$ cat src/hmf_ram.sv
// Generic simple dual-port RAM: one write port, one read port, registered read.
// Used for the line store and the per-lane histograms. No dependencies.
`timescale 1ns / 1ps

module hmf_ram #(
	parameter int WIDTH = 8,
	parameter int DEPTH = 256
) (
	input  logic                                   clk,
	input  logic                                   we,
	input  logic [(DEPTH > 1 ? $clog2(DEPTH) : 1)-1:0] waddr,
	input  logic [WIDTH-1:0]                       wdata,
	input  logic [(DEPTH > 1 ? $clog2(DEPTH) : 1)-1:0] raddr,
	output logic [WIDTH-1:0]                       rdata
);

	logic [WIDTH-1:0] mem_q [DEPTH];
	logic [WIDTH-1:0] rdata_q;

	always_ff @(posedge clk) begin
		if (we) begin
			mem_q[waddr] <= wdata;
		end
		rdata_q <= mem_q[raddr];
	end

	assign rdata = rdata_q;

endmodule

$ cat config.mk
export PLATFORM = sky130hd
export DESIGN_NAME = hmf_ram
export DESIGN_NICKNAME = d
export VERILOG_FILES = /design/src/hmf_ram.sv
export SDC_FILE = /design/constraint.sdc
export NUM_CORES = 2
export LEC_CHECK = 0
export BUFFER_PORTS_ARGS = -buffer_cell sky130_fd_sc_hd__buf_2
export CAP_MARGIN = 20
export CORE_MARGIN = 1.5
export CORE_UTILIZATION = 57
export CTS_CLUSTER_DIAMETER = 50
export DETAILED_ROUTE_END_ITERATION = 8
export PLACE_DENSITY = 0.76
export SLEW_MARGIN = 20
export SYNTH_ARGS = -nofsm -noshare
export SYNTH_HDL_FRONTEND = slang
export SYNTH_SLANG_ARGS = --single-unit
$ cat constraint.sdc
create_clock -name clk -period 1.8 [get_ports clk]
set_input_delay 0 -clock clk [delete_from_list [all_inputs] [get_ports clk]]
set_output_delay 0 -clock clk [all_outputs]
set_load 0.02 [all_outputs]
==> impl_results.md <==
- Synth Register Bits: 2056
- Outcome: finished, violations left
- Req. time, crit path: ~2.5 ns
- RR Startpoint: mem_q[83][2]
- Mapped Nets: ~3800
- Post-synth top area share: just under 80%
- Via density per instance: 6.55
- Initial Util: 57.6%
- Crit start category: flop
- Routed WL per cell: between 30 and 40 um
- Initial antenna violation count: 8
- R2R Path End: rdata[2]
- Ranking of synthesized cells by area: edfxtp_1 77%, mux4_2 13%, mux2i_1 1.7%
- Slowest-stage cell, CP: mux4_2
- Clock Path Buffers: 3
- WL met3: 24300 um
- CP Cell Sequence: mux4_2 -> mux4_2 -> nor2b_4 -> nor4_4 -> buf_4 -> nor4_2
- Worst Path Max Fanout: 1
- Fin. Hold Viols: 0
- Max Cap Viol: 0
- Power Density: around 1100 mW/mm^2
- Post-route ant nets: 0
- Clock sink total: 2056
- Worst Hold Margin: 0.127 ns
- Pre-CTS setup slack: -1.35 ns
- GPL Wtd Cong: approximately 0.9
- Die Span Y: between 300 and 400 um
- DR iter-0 viols: approximately 6700
- Rows: between 100 and 150
- Largest area contributor in the netlist: edfxtp_1
- R2R Setup Slk: -0.45 ns
- Critical Path Source: mem_q[83][2]
- Crit-path most repeated cell: mux4_2
- Synth Flop Type: edfxtp_1
- Post-Route Setup TNS: -3.26 ns
- Failing checks: setup timing
- Count of cell types in the netlist: 55
- Residual DRC: 0
- Post-layout minimum cycle time: around 2.3 ns
- Non-Filler Instances: 6511
- Max-slew violations: 0
- Share of cells above drive strength 1: 33.7%
- Met2 wire length: between 90000 and 100000 um
- Number of buffers added on ports: 33
- Detailed Place HPWL: about 130000 um
- Tot Pwr: ~100 mW
- WL final: ~200000 um
- Die area: ~0.14 mm^2
- Crit path buf inv count: 1
- WL met1: 71700 um
- Max Used Layer: met5
- Layout Nets: approximately 4500
- Die width: around 380 um
- Placed Instances: around 6000
- Final worst-path cycle share: 125%
- Synthesis Warnings: 0
- Post-route setup slack: -0.453 ns
- I/O Pins: 34
- Sequential share of the synthesized area: between 70% and 80%
- Arr. time, crit path: around 3.0 ns
- Slew Limit Headroom: between 50% and 60%
- Post-synth EDFFs: slightly above 2000
- Tot GR Track Use: between 20% and 30%
- Async S/R FF share, synth: 0%
- Clock latency on the worst-skew pair: between 0.8 and 0.9 ns
- Syn Std Cell Area: 0.0796 mm^2
- Fill cells: between 8000 and 9000
- Post-Syn Area per Cell: between 20 and 25 um^2
- CTS tree: done
- Peak VDD IR: 1.29 mV
- Vias in the first global route: 43100
- Setup crit end: rdata[2]
- Clock root buffer: clkbuf_16
- Largest net degree at the start of global routing: 91
- Critical path class: reg2reg
- Worst slew pin tran: a little over 0.7 ns
- FMAX: between 400 and 500 MHz
- Area delta synth->final: 18.4%
- Num CTS Buffers: 198
- Global-route wire length before repair: around 300000 um
- Worst reg-to-reg path cell count: 6
- WHS Path Cells: 5
- Hold Path Class: in2reg
- LEAKAGE: ~30 nW
- Htree depth: 4
- RSZ-0062 raised after global routing: true
- Clock-pin slew on the worst setup and hold paths: 0.07 ns
- Skew final: between 0.03 and 0.04 ns
- Critical path's top delay family: multiplexers
- Gate Count Post-Synth: 3733
- Router iterations before antenna repair: 6
- Total setup buffers inserted after CTS: 0
- Core area: 0.138 mm^2
- Worst setup EP type: flop
- Register Area: ~0.062 mm^2
- Multi-input gate area: ~0.017 mm^2
- Total grt overflow: 0
- Vias: roughly 43000
- CP Depth: 6
- CP max stage delay: around 0.52 ns
- Final setup vio count: 8
area by class of cell:
type                            instances  share of cell area [%]
Antenna cell                            2                 0.00531
Sequential cell                      2056                    65.5
Inverter                                2                 0.00797
Multi-Input combinational cell       1442                    17.8
Timing Repair Buffer                  779                    7.45
Clock inverter                        109                    1.12
Tap cell                             1863                    2.47
Clock buffer                          258                    5.66
cells in the mapped netlist (2+ instances only):
master     number
mux2i_1       134
clkbuf_1      111
a22o_1          8
buf_12          8
a311oi_1        2
nor3_1         22
or2_2           4
and3b_1         2
a31oi_1         2
o32ai_1         4
and2_1          6
buf_6          21
mux4_1          2
a221oi_1       13
nor4_1         24
nand2_1        33
a2111oi_0       2
nand3_1        34
buf_8          13
o22a_1          5
nor4_2          3
buf_4          27
nand2b_1        8
a2111oi_1       2
o221ai_1       46
nand3b_1        2
o22ai_1        28
a21oi_1        96
a22oi_1       133
o21ai_0        10
nand4_1        10
o211ai_1       10
buf_1          22
nor2_1        282
buf_2          31
mux4_2        454
a211oi_1       16
dfxtp_1         8
edfxtp_1     2048
nor2b_1        31
o21ai_1         2
layer usage:
| metal | up-vias | GRT usage (%) |
|---|---|---|
| li1 | 17200 | - |
| met1 | 21900 | 39.7 |
| met2 | 2993 | 46.3 |
| met3 | 533 | 6.09 |
| met4 | 8 | 12.7 |
| met5 | - | 0 |
cell families (layout without fill, tap and decap cells):
| logic type | Yosys count | after routing | synth area share (%) |
|---|---|---|---|
| AO/OA/AOI/OAI | 385 | 385 | 3.42 |
| buffers and inverters | 235 | 1148 | 1.83 |
| flip-flops | 2056 | 2056 | 77.5 |
| multiplexers | 591 | 591 | 14.6 |
| other | 0 | 2 | 0 |
| AND/OR/NAND/NOR | 466 | 466 | 2.63 |
metrics by stage:
stage / area (um^2) / utilization [%]
after global routing: 94200 / 68.3
after detailed placement: 87400 / 63.3
after floorplan: 79800 / -
final: 94200 / 68.3
after CTS: 94100 / 68.2
after global placement: 87400 / 63.3
cells in the final DEF, fill, tap and decap left out, types with 9 or more instances in the layout:
| cell type | Yosys | routed |
|---|---|---|
| buf_12 | 8 | 89 |
| nand4_1 | 10 | 10 |
| clkbuf_1 | 111 | 49 |
| clkinvlp_4 | 0 | 9 |
| nor3_1 | 22 | 12 |
| nand2_1 | 33 | 33 |
| a21oi_1 | 96 | 96 |
| nor2b_1 | 31 | 24 |
| edfxtp_1 | 2048 | 2048 |
| nor2_1 | 282 | 277 |
| buf_4 | 27 | 639 |
| inv_6 | 0 | 10 |
| mux4_2 | 454 | 455 |
| o21ai_0 | 10 | 10 |
| a221oi_1 | 13 | 9 |
| clkbuf_8 | 0 | 14 |
| clkinv_2 | 0 | 33 |
| clkinv_1 | 1 | 34 |
| buf_2 | 31 | 22 |
| a211oi_1 | 16 | 11 |
| nor4_1 | 24 | 12 |
| o22ai_1 | 28 | 28 |
| nor4_2 | 3 | 14 |
| dlygate4sd3_1 | 0 | 19 |
| clkbuf_16 | 0 | 202 |
| o211ai_1 | 10 | 10 |
| bufinv_16 | 0 | 17 |
| o221ai_1 | 46 | 46 |
| mux2i_1 | 134 | 134 |
| nand3_1 | 34 | 34 |
| a22oi_1 | 133 | 131 |
worst min-delay path by stage:
stage / startpoint / to
after floorplan: wdata[0] / mem_q[0][0]
after global placement: wdata[1] / mem_q[242][1]
after detailed placement: wdata[1] / mem_q[242][1]
after CTS: waddr[0] / mem_q[220][2]
after global routing: waddr[0] / mem_q[220][1]
final: waddr[0] / mem_q[220][2]
worst reg2reg max path, stage by stage, from the launching register on:
cell and delay, ns:
edfxtp_1 0.40, mux4_2 0.52, mux4_2 0.50, nor2b_4 0.17
nor4_4 0.31, buf_4 0.20, nor4_2 0.03
flip-flops by register name (all words and copies together), names as in the netlist:
register  count
rdata         8
mem_q      2048
power by group:
group / internal [mW] / switching [mW] / leakage [nW]
Sequential: 52.8 / 0.120 / 18.5
Clock: 23.4 / 17.7 / 3.11
Combinational: 2.38 / 3.44 / 9.20
Total: 78.5 / 21.2 / 30.8
what timing repair did:
action	4_1_cts	5_1_grt
hold buffers	19	0
gates resized for setup	34	18
pin swaps	14	16
hold endpoints to repair	1809	0
setup endpoints to repair	8	32
Note: power is estimated with default switching activity, not from simulation.
