**config.mk**
```make
export PLATFORM = sky130hd
export DESIGN_NAME = hmf_lane
export DESIGN_NICKNAME = d
export VERILOG_FILES = /design/src/hmf_pkg.sv /design/src/hmf_ram.sv /design/src/hmf_lane.sv
export SDC_FILE = /design/constraint.sdc
export NUM_CORES = 2
export LEC_CHECK = 0
export ABC_AREA = 1
export BUFFER_PORTS_ARGS = -buffer_cell sky130_fd_sc_hd__clkbuf_2
export CAP_MARGIN = 20
export CORE_ASPECT_RATIO = 0.8
export CORE_MARGIN = 1.5
export CORE_UTILIZATION = 35
export DETAILED_ROUTE_END_ITERATION = 8
export GPL_TIMING_DRIVEN = 0
export PLACE_DENSITY_LB_ADDON = 0.2
export SKIP_LAST_GASP = 1
export SLEW_MARGIN = 15
export SYNTH_ARGS = -nofsm -noshare
export SYNTH_HDL_FRONTEND = slang
export SYNTH_SLANG_ARGS = --single-unit
```
**constraint.sdc**
```tcl
create_clock -name clk -period 12.8 [get_ports clk]
set_input_delay 3.84 -clock clk [delete_from_list [all_inputs] [get_ports clk]]
set_output_delay 3.84 -clock clk [all_outputs]
set_load 0.005 [all_outputs]
```
**src/hmf_pkg.sv**
```systemverilog
// Package of the histogram median filter: beat types, register indexes,
// controller states and the lane control group. Depends on nothing.
`timescale 1ns / 1ps

package hmf_pkg;

	localparam int NUM_BINS   = 256;
	localparam int BIN_W      = 8;
	localparam int SAMP_W     = 8;
	localparam int NUM_CH     = 4;
	localparam int ROW_W      = 13;
	localparam int MAX_HEIGHT = 4096;
	localparam int WREG_W     = 11;
	localparam int HREG_W     = 13;
	localparam int RREG_W     = 3;
	localparam int CREG_W     = 3;
	localparam int CFG_IDX_W  = 3;
	localparam int CFG_DATA_W = 13;
	localparam int RST_WIDTH  = 640;
	localparam int RST_HEIGHT = 480;
	localparam int RST_RADIUS = 1;
	localparam int RST_CHANS  = 1;

	localparam logic [CFG_IDX_W-1:0] REG_IMG_WIDTH     = 3'd0;
	localparam logic [CFG_IDX_W-1:0] REG_IMG_HEIGHT    = 3'd1;
	localparam logic [CFG_IDX_W-1:0] REG_RADIUS        = 3'd2;
	localparam logic [CFG_IDX_W-1:0] REG_CHANNEL_COUNT = 3'd3;

	localparam logic FUNC_PIXEL = 1'b0;

	typedef struct packed {
		logic              func;
		logic [SAMP_W-1:0] sample_0;
		logic [SAMP_W-1:0] sample_1;
		logic [SAMP_W-1:0] sample_2;
		logic [SAMP_W-1:0] sample_3;
	} hmf_in_t;

	typedef struct packed {
		logic [SAMP_W-1:0] median_0;
		logic [SAMP_W-1:0] median_1;
		logic [SAMP_W-1:0] median_2;
		logic [SAMP_W-1:0] median_3;
		logic              image_done;
	} hmf_out_t;

	typedef enum logic [2:0] {
		ST_CLEAR,
		ST_IDLE,
		ST_CHECK,
		ST_WIN_RD,
		ST_WIN_BIN,
		ST_WIN_UPD,
		ST_SCAN,
		ST_FIN
	} hmf_state_t;

	typedef struct packed {
		logic             start;
		logic             clr_wr;
		logic             lookup;
		logic             bump;
		logic             scan_rd;
		logic             scan_acc;
		logic [BIN_W-1:0] bin;
	} hmf_lane_ctl_t;

endpackage

```
**src/hmf_ram.sv**
```systemverilog
// Generic simple dual-port RAM: one write port, one read port, registered read.
// Used for the line store and the per-lane histograms. No dependencies.
`timescale 1ns / 1ps

module hmf_ram #(
	parameter int WIDTH = 8,
	parameter int DEPTH = 256
) (
	input  logic                                   clk,
	input  logic                                   we,
	input  logic [(DEPTH > 1 ? $clog2(DEPTH) : 1)-1:0] waddr,
	input  logic [WIDTH-1:0]                       wdata,
	input  logic [(DEPTH > 1 ? $clog2(DEPTH) : 1)-1:0] raddr,
	output logic [WIDTH-1:0]                       rdata
);

	logic [WIDTH-1:0] mem_q [DEPTH];
	logic [WIDTH-1:0] rdata_q;

	always_ff @(posedge clk) begin
		if (we) begin
			mem_q[waddr] <= wdata;
		end
		rdata_q <= mem_q[raddr];
	end

	assign rdata = rdata_q;

endmodule

```
**src/hmf_lane.sv**
```systemverilog
// One channel lane: a 256-bin histogram in RAM, bin increment and the
// cumulative scan that finds the median. Depends on hmf_pkg and hmf_ram.
`timescale 1ns / 1ps

module hmf_lane #(
	parameter int AREA_W = 8
) (
	input  logic                        clk,
	input  logic                        arst_n,
	input  hmf_pkg::hmf_lane_ctl_t      ctl,
	input  logic [hmf_pkg::SAMP_W-1:0]  sample,
	input  logic [AREA_W-1:0]           half,
	output logic [hmf_pkg::SAMP_W-1:0]  median
);

	import hmf_pkg::*;

	logic [BIN_W-1:0]  samp_q;
	logic [BIN_W-1:0]  prev_q;
	logic [AREA_W-1:0] cum_q;
	logic              found_q;
	logic [SAMP_W-1:0] med_q;
	logic [AREA_W-1:0] rdata;
	logic [AREA_W-1:0] wdata;
	logic [BIN_W-1:0]  waddr;
	logic [BIN_W-1:0]  raddr;
	logic              we;
	logic [AREA_W:0]   sum;

	assign raddr = ctl.lookup ? sample : ctl.bin;
	assign sum   = {1'b0, cum_q} + {1'b0, rdata};

	always_comb begin
		we    = 1'b0;
		waddr = ctl.bin;
		wdata = '0;
		if (ctl.clr_wr) begin
			we = 1'b1;
		end else if (ctl.bump) begin
			we    = 1'b1;
			waddr = samp_q;
			wdata = rdata + AREA_W'(1);
		end else if (ctl.scan_acc) begin
			we    = 1'b1;
			waddr = prev_q;
		end
	end

	hmf_ram #(
		.WIDTH(AREA_W),
		.DEPTH(NUM_BINS)
	) u_hist (
		.clk   (clk),
		.we    (we),
		.waddr (waddr),
		.wdata (wdata),
		.raddr (raddr),
		.rdata (rdata)
	);

	always_ff @(posedge clk or negedge arst_n) begin
		if (!arst_n) begin
			cum_q   <= '0;
			found_q <= 1'b0;
		end else if (ctl.start) begin
			cum_q   <= '0;
			found_q <= 1'b0;
		end else if (ctl.scan_acc) begin
			cum_q <= sum[AREA_W-1:0];
			if (!found_q && sum > {1'b0, half}) begin
				found_q <= 1'b1;
			end
		end
	end

	always_ff @(posedge clk) begin
		if (ctl.lookup) begin
			samp_q <= sample;
		end
		if (ctl.scan_rd) begin
			prev_q <= ctl.bin;
		end
		if (ctl.start) begin
			med_q <= '1;
		end else if (ctl.scan_acc && !found_q && sum > {1'b0, half}) begin
			med_q <= prev_q;
		end
	end

	assign median = med_q;

endmodule

```
==> impl_metrics.yaml <==
yosys:
  synth.yosys.warnings: 0
  yosysTopAreaCell: "edfxtp_1"
  synth.area.mux_share_pct: 0
  yosys.area_share.adder_pct: 0.254
  synthArstFlopShare_pct: 0.431
  syn_nets: 8876
  netlist_top_cells_count: "nand2_1 (2364), edfxtp_1 (2064), nand3_1 (1788)"
  synth-xor-area-share_pct: 0.0574
  synth.avg_cell_area_sq_um: 10.4
  synth_area_leaders: "edfxtp_1 (68%), nand3_1 (9.8%), nand2_1 (9.7%), inv_1 (6.2%), buf_2 (1.7%)"
  netlist_instances: 8826
  yosysSeqAreaShare_pct: 68.3
  synth-compound-area-share_pct: 1.27
  yosysMostFrequentCell: "nand2_1"
  ys_types: 38
  synth_edf_count: 2064
  ys_seq_elements: 2089
  synth_top_family_by_area: "simple AND/OR/NAND/NOR gates"
  synth.top_cell.area_share_pct: 67.7
  ys.flop_type: "edfxtp_1"
  syn-cell-area_sq_um: 91600
  yosys.area_share.simple_pct: 21.3
setup_path:
  worstPathMaxFanout: 10
  setup.worst_path.start_class: "input port"
  cp_common_cell: "nand3_1"
  worst_ep_required_time_ps: 13510
  path_cells: "clkbuf_2 -> buf_4 -> buf_4 -> o21ai_0 -> clkbuf_2 -> buf_2 -> nand3_1 -> nand3_1 -> nand3_1 -> nand3_1 -> nand2_1"
  path_class: "input port to flip-flop"
  crit_slowest_cell: "o21ai_0"
  arrival_ps: 8640
  endpoint_kind: "flip-flop"
  critPathMaxStageDelay_ps: 940
placed_design:
  gp_congestion: 1.07
  placed_area_sq_um: 101000
  io_buffers: 39
  dp_hpwl_mm: 384
  place.detailed.instances: 12674
global_route:
  grt_usage_pct: 38.3
  grt_pass1_vias: 65521
  antenna_found_initial: 46
  overflow: 0
  grt_pass1_wl_mm: 655
  grt_max_degree: 37
finish:
  multi_input_area_sq_um: 21800
  fin_cells: 13116
  final-seq-area_sq_um: 62500
  final_core_util_pct: 41.8
  final_cell_area_sq_um: 109000
  n_fill_cell: 25008
  drive_gt1_share_pct: 14.1
  nets: 9491
  syn2layout_area_growth_pct: 18.5
route:
  antenna_left: 0
  detailedRoute.firstIterationViolations: 15087
  avgViaCountPerCell: 5.76
  first_pass_iters: 6
  route.detailed.drc: 0
  avgRoutedWirePerCell_um: 39.5
  vias: 75560
  wl_mm: 518
clocking:
  clock_path_buffers: 4
  clock-sinks: 2089
  htreeDepth: 4
  cts_buffers: 224
  cts_root_buffer: "clkbuf_16"
  holdBufCountCts: 0
  cts_tree: "built"
  postCtsResizedCells: 0
  worst_skew_pair.late_latency_ps: 920
  cts_setup_buffers: 0
  cts.clk_slew.worst_paths_ps: 60
timing:
  final_hold_viol_count: 0
  finalSetupViolCount: 0
  min_period_over_period_pct: 62.0
  slew_viol_final: 0
  fin_crit_ps: 7930
  rsz0062_at_grt: "no"
  slew_headroom_pct: 13.7
  fmax_mhz: 126
  worstMarginPinSlew_ps: 1290
  whs_ps: 462
  finalClockSkew_ps: 47.2
pwr:
  sw_frac_of_total_pct: 29.3
  power.internal_uw: 11800
  p_switching_uw: 4920
  seqPwrFrac_pct: 45.9
  total_leakage_power_uw: 0.0446
  combinationalPowerShare_pct: 14.8
  ir_worst_vdd_v: 0.000135
  clockPowerShare_pct: 39.3
  power.density_nw_per_um2: 154
outcome:
  status: "finished, final reports clean"
floorplan:
  die_w_um: 575
  core-area_sq_um: 260000
  start_util_pct: 35.3
  rows: 167
  die_y_um: 461
  io_pins: 40
  die_area_sq_um: 265000
job:
  maxCapViolations: 0
worst_hold_path:
  min_path_type: "flip-flop to flip-flop"
## power by group through the flow
stage	logic [uW]	registers, uW	clock network (uW)
detailed placement	2310	7840	0
finish	2470	7700	6600
CTS	2310	7700	6560
global placement	2150	8050	0
global route	2450	7700	6800
floorplan	951	7910	0
## flip-flops by register name, indices dropped and copies added, names as in the netlist
name,flops
u_hist.mem_q,2048
cum_q,8
median,8
prev_q,8
samp_q,8
u_hist.rdata,8
found_q,1
## worst max-delay path: cells and delay by family
family          cells  cell delay, ps
buf+inv             5            2200
simple gates        5            1620
compound gates      1             940
## per-layer routing
| layer | vias up | GRT usage, % | wire length, um |
|---|---|---|---|
| li1 | 30317 | - | - |
| met1 | 37767 | 52.3 | 205000 |
| met2 | 6314 | 51.1 | 200000 |
| met3 | 1138 | 17.1 | 83400 |
| met4 | 24 | 17.8 | 28700 |
| met5 | - | 2.69 | 1170 |
## cell type report
type	instances	area share (%)
Tap cell	3464	3.99
Clock inverter	120	1.07
Antenna cell	35	0.0807
Inverter	1510	5.22
Clock buffer	282	5.45
Sequential cell	2089	57.6
Multi-Input combinational cell	4734	20.0
Buffer	493	2.34
Timing Repair Buffer	389	4.22
## kinds of logic (layout without fill, tap and decap cells)
| logic type | after synthesis | in the layout |
|---|---|---|
| and+or+nand+nor | 4519 | 4519 |
| DFF | 2089 | 2089 |
| buffers and inverters | 2003 | 2794 |
| AOI/OAI and AO/OA | 191 | 191 |
| adders and majority gates | 18 | 18 |
| xor gates and xnor gates | 6 | 6 |
| other | 0 | 35 |
## worst paths after layout
path,startpoint,to,slack (ps),cells after the start
worst min-delay path,median[2],median[2],460,2
min in group asynchronous,arst_n,cum_q[2],2780,1
worst max register to register,prev_q[1],u_hist.mem_q[178][6],8580,10
max in group asynchronous,arst_n,cum_q[3],9820,1
worst min register to register,median[2],median[2],460,2
worst max-delay path,ctl[11],u_hist.rdata[5],4870,11
## cell usage in the layout (no fill, tap or decap), drive strengths merged
cell type / netlist / layout
a21oi: 13 / 13
a32oi: 8 / 8
buf: 426 / 776
bufinv: 0 / 21
clkbuf: 67 / 388
clkinv: 2 / 92
clkinvlp: 0 / 7
dfrtp: 9 / 9
dfxtp: 16 / 16
diode: 0 / 35
edfxtp: 2064 / 2064
fa: 1 / 1
ha: 17 / 17
inv: 1508 / 1510
nand2: 2370 / 2370
nand3: 1789 / 1789
nand3b: 48 / 48
nand4: 2 / 2
nor2: 297 / 297
nor3: 7 / 7
nor3b: 5 / 5
nor4: 1 / 1
o211ai: 64 / 64
o21ai: 103 / 103
o21bai: 1 / 1
o221ai: 1 / 1
o311ai: 1 / 1
xnor2: 2 / 2
xor2: 4 / 4
## through the flow
step           setup TNS (ps)  total power [uW]  setup WS [ps]
2_1_floorplan        -5516410              8870          -3890
3_3_place_gp                -             10200         -23270
3_5_place_dp                0             10200           4420
4_1_cts                     0             16600           5370
5_1_grt                     0             17000           5170
6_report                    0             16800           4870
No activity file was read; power rests on OpenSTA's default activity.
